===== src/rtl/core/mi64_pkg.sv =====
// ----------------------------------------------------------------------------
// mi64_pkg
// Shared constants for the 64-bit modular inverse core and its checker.
// ----------------------------------------------------------------------------
package mi64_pkg;

  // Register file layout: one 64-bit register, so registers sit at 8*i.
  localparam int unsigned ADDR_BITS  = 4;
  localparam int unsigned DATA_BITS  = 64;
  localparam logic        REG_MODULUS = 1'b0;

  // Modulus after reset: 2^64 - 59.
  localparam logic [63:0] MOD_RESET_64 = 64'hFFFF_FFFF_FFFF_FFC5;

endpackage


===== src/rtl/core/modular_inverse_64_core.sv =====
// ----------------------------------------------------------------------------
// modular_inverse_64_core
// Modular inverse by the unsigned extended Euclidean algorithm.
// ----------------------------------------------------------------------------
// Each item takes one value and returns its inverse modulo the modulus
// register, or no_inverse with inverse 0 when the gcd is not 1. The work runs
// one Euclid step at a time on a shared bit-serial divider that produces
// quotient times cofactor along with the remainder. Each step tests the
// remainder and, while it is not zero, runs the divider, for up to about 93
// steps for 64-bit words.
// One item is in flight at a time: in_ready is low from acceptance until the
// result item has been taken. The modulus is written over the APB port at
// address 0; the user must write it only while the block is idle, as the
// block itself does not enforce this.
module modular_inverse_64_core import mi64_pkg::*; #(
  parameter int unsigned WORD_BITS = 64
) (
  input  logic                 clk,
  input  logic                 rst,
  // Input items
  input  logic                 in_valid,
  output logic                 in_ready,
  input  logic [WORD_BITS-1:0] value,
  // Result items
  output logic                 out_valid,
  input  logic                 out_ready,
  output logic [WORD_BITS-1:0] inverse,
  output logic                 no_inverse,
  // Configuration port
  input  logic                 psel,
  input  logic                 penable,
  input  logic                 pwrite,
  input  logic [ADDR_BITS-1:0] paddr,
  input  logic [DATA_BITS-1:0] pwdata,
  output logic [DATA_BITS-1:0] prdata,
  output logic                 pready
);

  localparam logic [1:0] S_IDLE  = 2'd0;
  localparam logic [1:0] S_CHECK = 2'd1;
  localparam logic [1:0] S_DIV   = 2'd2;
  localparam logic [1:0] S_OUT   = 2'd3;

  localparam logic [WORD_BITS-1:0] MOD_RESET = MOD_RESET_64[WORD_BITS-1:0];
  localparam logic [WORD_BITS-1:0] ONE       = WORD_BITS'(1);

  logic [1:0]           state;
  logic [WORD_BITS-1:0] modulus;
  logic [WORD_BITS-1:0] a_rem;
  logic [WORD_BITS-1:0] b_rem;
  logic [WORD_BITS-1:0] a_co;
  logic [WORD_BITS-1:0] b_co;
  logic                 odd;
  logic                 div_start;
  logic                 div_done;
  logic [WORD_BITS-1:0] div_rem;
  logic [WORD_BITS-1:0] div_prod;
  logic                 reg_sel;

  // Configuration register access.
  assign pready  = 1'b1;
  assign reg_sel = (paddr[3] == REG_MODULUS);

  always_ff @(posedge clk) begin
    if (rst) begin
      modulus <= MOD_RESET;
    end else if (psel && penable && pwrite && pready && reg_sel) begin
      modulus <= pwdata[WORD_BITS-1:0];
    end
  end

  always_comb begin
    prdata = '0;
    if (reg_sel) begin
      prdata[WORD_BITS-1:0] = modulus;
    end
  end

  // Handshake outputs follow the sequencer state.
  assign in_ready  = (state == S_IDLE);
  assign out_valid = (state == S_OUT);
  assign div_start = (state == S_CHECK) && (b_rem != '0);

  mi64_div_unit #(.WORD_BITS(WORD_BITS)) u_div (
    .clk       (clk),
    .rst       (rst),
    .start     (div_start),
    .dividend  (a_rem),
    .divisor   (b_rem),
    .mul_in    (b_co),
    .done      (div_done),
    .remainder (div_rem),
    .product   (div_prod)
  );

  // Sequencer: test remainder, run a division step, repeat until zero.
  always_ff @(posedge clk) begin
    if (rst) begin
      state <= S_IDLE;
    end else begin
      case (state)
        S_IDLE: begin
          if (in_valid) begin
            state <= S_CHECK;
          end
        end
        S_CHECK: begin
          state <= (b_rem == '0) ? S_OUT : S_DIV;
        end
        S_DIV: begin
          if (div_done) begin
            state <= S_CHECK;
          end
        end
        S_OUT: begin
          if (out_ready) begin
            state <= S_IDLE;
          end
        end
        default: begin
          state <= S_IDLE;
        end
      endcase
    end
  end

  // Euclid pairs, parity and the result.
  always_ff @(posedge clk) begin
    if (state == S_IDLE && in_valid) begin
      a_rem <= value;
      b_rem <= modulus;
      a_co  <= ONE;
      b_co  <= '0;
      odd   <= 1'b0;
    end else if (state == S_DIV && div_done) begin
      a_co  <= b_co;
      b_co  <= a_co + div_prod;
      a_rem <= b_rem;
      b_rem <= div_rem;
      odd   <= ~odd;
    end
    if (state == S_CHECK && b_rem == '0) begin
      no_inverse <= (a_rem != ONE);
      if (a_rem != ONE) begin
        inverse <= '0;
      end else begin
        inverse <= odd ? (modulus - a_co) : a_co;
      end
    end
  end

endmodule


===== src/rtl/core/mi64_div_unit.sv =====
// ----------------------------------------------------------------------------
// mi64_div_unit
// Bit-serial restoring divider that also forms quotient times a multiplicand.
// ----------------------------------------------------------------------------
module mi64_div_unit import mi64_pkg::*; #(
  parameter int unsigned WORD_BITS = 64
) (
  input  logic                 clk,
  input  logic                 rst,
  input  logic                 start,
  input  logic [WORD_BITS-1:0] dividend,
  input  logic [WORD_BITS-1:0] divisor,
  input  logic [WORD_BITS-1:0] mul_in,
  output logic                 done,
  output logic [WORD_BITS-1:0] remainder,
  output logic [WORD_BITS-1:0] product
);

  localparam int unsigned CNT_BITS = (WORD_BITS > 1) ? $clog2(WORD_BITS) : 1;
  localparam logic [CNT_BITS-1:0] CNT_LAST = CNT_BITS'(WORD_BITS - 1);

  logic                 run;
  logic [CNT_BITS-1:0]  cnt;
  logic [WORD_BITS-1:0] dq;
  logic [WORD_BITS:0]   trial;
  logic [WORD_BITS:0]   diff;
  logic                 qbit;
  logic [WORD_BITS-1:0] rem_next;
  logic [WORD_BITS-1:0] acc_next;

  // One quotient bit per cycle, most significant first. The product is
  // accumulated Horner-style from the same quotient bits, modulo 2^WORD_BITS.
  always_comb begin
    trial    = {remainder, dq[WORD_BITS-1]};
    diff     = trial - {1'b0, divisor};
    qbit     = ~diff[WORD_BITS];
    rem_next = qbit ? diff[WORD_BITS-1:0] : trial[WORD_BITS-1:0];
    acc_next = {product[WORD_BITS-2:0], 1'b0} + (qbit ? mul_in : '0);
  end

  // Control: step through the dividend bits, then pulse done.
  always_ff @(posedge clk) begin
    if (rst) begin
      run  <= 1'b0;
      cnt  <= '0;
      done <= 1'b0;
    end else begin
      done <= 1'b0;
      if (start) begin
        run <= 1'b1;
        cnt <= '0;
      end else if (run) begin
        cnt <= cnt + 1'b1;
        if (cnt == CNT_LAST) begin
          run  <= 1'b0;
          done <= 1'b1;
        end
      end
    end
  end

  // Datapath registers.
  always_ff @(posedge clk) begin
    if (start) begin
      remainder <= '0;
      product   <= '0;
      dq        <= dividend;
    end else if (run) begin
      remainder <= rem_next;
      product   <= acc_next;
      dq        <= {dq[WORD_BITS-2:0], 1'b0};
    end
  end

endmodule


===== config.mk =====
export PLATFORM = sky130hd
export DESIGN_NAME = modular_inverse_64_core
export DESIGN_NICKNAME = d
export VERILOG_FILES = /design/src/rtl/core/mi64_pkg.sv /design/src/rtl/core/modular_inverse_64_core.sv /design/src/rtl/core/mi64_div_unit.sv
export SDC_FILE = /design/constraint.sdc
export NUM_CORES = 2
export LEC_CHECK = 0
export ABC_CLOCK_PERIOD_IN_PS = 12180
export BUFFER_PORTS_ARGS = -buffer_cell sky130_fd_sc_hd__buf_4
export CAP_MARGIN = 20
export CORE_MARGIN = 5
export CORE_UTILIZATION = 67
export DETAILED_ROUTE_END_ITERATION = 6
export GPL_TIMING_DRIVEN = 0
export PLACE_DENSITY = 0.87
export SLEW_MARGIN = 0
export SYNTH_ARGS = -nofsm -noshare
export SYNTH_HDL_FRONTEND = slang
export SYNTH_SLANG_ARGS = --single-unit

===== constraint.sdc =====
create_clock -name clk -period 12.18 [get_ports clk]
set_input_delay 1.827 -clock clk [delete_from_list [all_inputs] [get_ports clk]]
set_output_delay 1.827 -clock clk [all_outputs]
set_load 0.02 [all_outputs]

Word-level counts from Yosys, hierarchy flattened. Cells that the tools add are included.

Input port bits: 139. Bits in registers: 588. Output and inout bits: 132.

Equal/unequal tests: 8. Mux-type cells: 19. Bitwise operators: 3. Add/subtract/negate cells: 5. Reductions and logical operators: 15.

Operator list (number): $mux 64 (10); $add 64x64->64 (2); $sub 65x64->65 (1); $logic_not 64->1 (1); $ne 64x1->1 const B (1); $reduce_bool 64->1 (1); $sub 64x64->64 (1); $pmux 2 s4 (1); $logic_and 1x1->1 (7); $add 6x1->6 const B (1); $eq 6x6->1 const B (1); $mux 2 (3); $mux 1 (5); $eq 2x2->1 const B (2); $ne 2x1->1 const B (2); $reduce_bool 2->1 (2); $not 1->1 (3); $reduce_and 3->1 (1); $reduce_or 3->1 (1); $eq 2x1->1 const B (1); $logic_not 2->1 (1); $ne 2x2->1 const B (1); $reduce_or 2->1 (1).

Logic depth before layout (Yosys ltp).
Depth in word-level cells: 4. Depth in mapped cells: 28.

Hierarchy. A second synthesis with hierarchy kept.

Cell total of the unflattened synthesis: 4679. Area total of the unflattened synthesis: 38854.8 sq um.

By module, submodules not included: modular_inverse_64_core (times used 1, sequential area each 9699.3 sq um, cells each 2815, area an instance 23177.2 sq um); mi64_div_unit (times used 1, sequential area each 4644.5 sq um, cells each 1864, area an instance 15677.5 sq um).

Worst setup path before layout. No wires, ideal clock.

Kind: register -> register. Start: register b_rem[0]. End: register u_div.product[63]. Required time: 12.094 ns. Stages on the path, launching flop included: 27. Buffers on the path: 2. Path slack: 6.550 ns. Arrival time: 5.545 ns. Cell sequence: edfxtp_1 -> ha_1 -> fa_1 -> nand2b_1 -> a21o_1 -> a21oi_1 -> o211ai_1 -> a21oi_1 -> o21ai_1 -> a21o_2 -> xnor2_2 -> buf_2 -> clkbuf_1 -> and2_1 -> ha_1 -> a211oi_1 -> o21ai_0 -> a221oi_1 -> nand2_1 -> o21ai_0 -> a311o_1 -> nand4_1 -> a31o_2 -> a221oi_1 -> o21bai_1 -> xnor2_1 -> a211oi_1.

Longest elaborated chain between the ends: 3. Elaborated cells between the ends (all ways): 5. Those cells by class: add/sub: 2; mux: 1; reduce/logical: 2.

RTL lines: start, declared (RTL line modular_inverse_64_core.sv:50) `logic [WORD_BITS-1:0] b_rem;`; start signal, assigned (RTL line modular_inverse_64_core.sv:131) `b_rem <= modulus;`; start signal, assigned (RTL line modular_inverse_64_core.sv:139) `b_rem <= div_rem;`; $sub 65x64->65 (RTL line mi64_div_unit.sv:35) `diff = trial - {1'b0, divisor};`; $mux 64 (RTL line mi64_div_unit.sv:38) `acc_next = {product[WORD_BITS-2:0], 1'b0} + (qbit ? mul_in : '0);`; $add 64x64->64 (RTL line mi64_div_unit.sv:38); end signal, assigned (RTL line mi64_div_unit.sv:70) `product <= acc_next;`; end, declared (RTL line mi64_div_unit.sv:16) `output logic [WORD_BITS-1:0] product`.

Several ways; a longest one is shown, not always the timed one. A chain may end at the register's enable or synchronous reset.

Worst setup path after layout. Ends and elaborated chain as after synthesis.

==> results.py <==
metrics = {
    "worst_setup_path": {
        "critPathArrivalTime_ns": 9.29,
        "startpoint_type": "register",
        "crit_buf_inv": 2,
        "path_class": "register to register",
        "crit_cells": 26,
        "critPathTopFamily": "compound AO/OA/AOI/OAI gates",
        "crit_path_top_delay_cell": "xnor2_2",
        "r2r.worst_path.cells": 26,
        "cp_slowest_stage_delay_ns": 0.80,
        "worstPathMaxFanout": 10,
        "critPathRequiredTime_ns": 12.71,
        "critPathCaptureType": "register",
    },
    "floorplanning": {
        "io_pins": 271,
        "die_w_um": 250.7,
        "dieArea_um2": 62870,
        "die_h_um": 250.7,
        "initial_core_util": 0.6743,
        "std_cell_rows": 88,
        "core_area_um2": 57590,
    },
    "pwr": {
        "p_total_mw": 7.016,
        "peakVddDrop_mv": 0.1589,
        "p_per_area_nw_per_um2": 159.2,
        "power.switching_mw": 2.708,
        "combPwrFrac": 0.358,
        "power_frac_seq": 0.363,
        "p_leak_nw": 17.89,
        "clkPwrFrac": 0.279,
        "internal_power_mw": 4.308,
        "switching_share": 0.3860,
    },
    "global_route": {
        "grt_max_degree": 105,
        "grt_antenna_before_repair": 4,
        "grt_overflow_total": 0,
        "grt_pass1_wl_um": 203300,
        "grt_usage": 0.4090,
        "grt_pass1_vias": 35360,
    },
    "synthesis": {
        "syn-num-nets": 5070,
        "ys_top_cells_by_count": "nand2_1 (884), a21oi_1 (402), dfxtp_1 (331)",
        "synth_top_area_share": 0.1987,
        "syn-instance-count": 4674,
        "ys_types": 93,
        "netlist_area_um2": 38830,
        "synth.most_common_cell": "nand2_1",
        "synth_area_leader_cell": "edfxtp_1",
        "synth_flop_cell": "dfxtp_1",
        "postSynthAreaPerCell_um2": 8.308,
        "yosys_warnings": 0,
        "synth-edff-count": 257,
        "async_reset_ff_frac": 0,
        "ys_ff_latch": 588,
        "yosysSeqAreaShare": 0.3694,
        "synth_area_leaders": "edfxtp_1 (20%), dfxtp_1 (17%), nand2_1 (8.5%)",
    },
    "final_layout": {
        "drive_gt1_frac": 0.1021,
        "final_util": 0.7651,
        "multi_input_area_um2": 22660,
        "fillers": 4247,
        "nets": 5407,
        "synthToLayoutAreaGrowth_pct": 13.46,
        "regArea_um2": 14340,
    },
    "clocking": {
        "cts.sinks": 588,
        "path_clk_slew_ns": 0.06,
        "ctsHtreeMaxLevel": 2,
        "cts_setup_buffers": 0,
        "clockRootBuffer": "clkbuf_16",
        "clockBufferDepth": 3,
        "clk_latency_ns": 0.66,
        "cts_resized": 0,
        "holdBufCountCts": 0,
        "cts_tree": "done",
        "tritoncts.num_buffers": 60,
    },
    "timing": {
        "relSlewSlack": 0.1757,
        "hold_viol": 0,
        "clock.fmax_ghz": 0.1143,
        "worst_pin_slew_ns": 1.236,
        "fin_skew_ns": 0.02661,
        "setup_viol": 0,
        "min_period_ns": 8.753,
        "finalCritPeriodShare": 0.7186,
        "finalWorstSetupSlack_ns": 3.427,
        "final_max_slew_viol_count": 0,
        "rsz0062_at_grt": "no",
        "finalSetupTns_ns": 0,
    },
    "place": {
        "gp_congestion": 1.068,
        "dp_hpwl_um": 104500,
        "port_buffers": 265,
        "dpl_worst_slack_ns": 3.729,
    },
    "drt": {
        "first_pass_iters": 7,
        "wl_per_cell_um": 23.19,
        "num_vias": 37400,
        "ant_nets": 0,
        "wl_um": 135200,
        "drc": 1,
        "dr.first_iter.drc_count": 4191,
        "avgViaCountPerCell": 6.415,
    },
    "status": {
        "status": "finished with violations",
        "violations": "DRC",
    },
    "worst_hold_path": {
        "holdPathStages": 2,
        "holdCritPathClass": "register to register",
    },
    "run": {
        "cap_violations": 0,
    },
}
==> metrics by stage <==
step,instance area [µm²],hold WS (ns),instances
finish,44060,0.4685,5830
floorplan,38830,0.4268,4674
detailed placement,41940,0.4577,5713
CTS,44040,0.4649,5827
global placement,41780,0.4486,5704
global route,44060,0.4910,5829
==> cell usage in the layout, fill, tap and decap left out, drive strengths merged, types with 209 or more instances in the layout <==
cell type / Yosys / routed
a21oi: 406 / 406
dfxtp: 331 / 331
nor2: 303 / 303
ha: 253 / 253
buf: 29 / 304
inv: 209 / 209
edfxtp: 257 / 257
clkbuf: 242 / 328
nand2: 884 / 884
o21ai: 248 / 248
==> cell type report <==
cell class                 count  share of cell area
tap                          765             0.02172
clock buffer                  86             0.04158
inverter                     209             0.01792
buffer                       271             0.02371
clock inverter                28            0.006106
timing repair buffer         275             0.04890
multi-input combinational   3606              0.5144
antenna                        2           0.0001136
sequential                   588              0.3256
==> path summary, 6_finish.rpt <==
| path | slack, ns | endpoint | startpoint |
|---|---|---|---|
| max | 3.43 | u_div.product[63] | b_rem[0] |
| min | 0.47 | a_co[1] | b_co[1] |
| max reg2reg | 3.43 | u_div.product[63] | b_rem[0] |
| min reg2reg | 0.47 | a_co[1] | b_co[1] |
==> power groups by stage <==
stage          Combinational [mW]  Sequential [mW]  Clock (mW)
2_1_floorplan                1.74             2.47           0
3_3_place_gp                 2.35             2.57           0
3_5_place_dp                 2.40             2.57           0
4_1_cts                      2.43             2.53        1.94
5_1_grt                      2.73             2.56        2.03
6_report                     2.51             2.55        1.96
==> registers in the layout, indices dropped and copies added (netlist names) <==
register and cells:
a_co 64, a_rem 64, b_co 64, b_rem 64
inverse 64, modulus 64, u_div.dq 64, u_div.product 64
u_div.remainder 64, u_div.cnt 6, state 2, no_inverse 1
odd 1, u_div.done 1, u_div.run 1
==> routing by layer <==
layer  global-route usage  wire length (µm)  vias up
met5                    0                12        -
li1                     -                 -    17270
met4               0.2375              9638        2
met1               0.5328             51070    17310
met3              0.08525             15520      500
met2               0.6352             58950     2322
==> worst reg2reg max path, stage by stage, from the launching register on <==
cell,delay (ns)
edfxtp_1,0.52
ha_1,0.28
fa_1,0.39
nand2b_1,0.22
a21o_1,0.20
a21oi_1,0.35
o211ai_1,0.19
a21oi_1,0.46
o21ai_1,0.18
a21o_2,0.29
xnor2_2,0.80
buf_2,0.62
clkbuf_1,0.41
and2_1,0.20
ha_1,0.28
a211oi_1,0.48
o21ai_0,0.25
nand4b_1,0.23
nand2_1,0.15
o21ai_0,0.31
a311o_1,0.36
nand4_1,0.17
a31o_2,0.26
a221oi_1,0.40
o21bai_1,0.20
xnor2_1,0.17
a211oi_1,0.26
==> kinds of logic after synthesis <==
family / share of synthesized area
and+or+nand+nor: 0.2072
AOI/OAI and AO/OA: 0.2010
DFF: 0.3694
buffers and inverters: 0.04711
adders and majority gates: 0.08358
xor gates and xnor gates: 0.05184
muxes: 0.03976
other: 0.00009657
No activity file was read; power rests on OpenSTA's default activity.
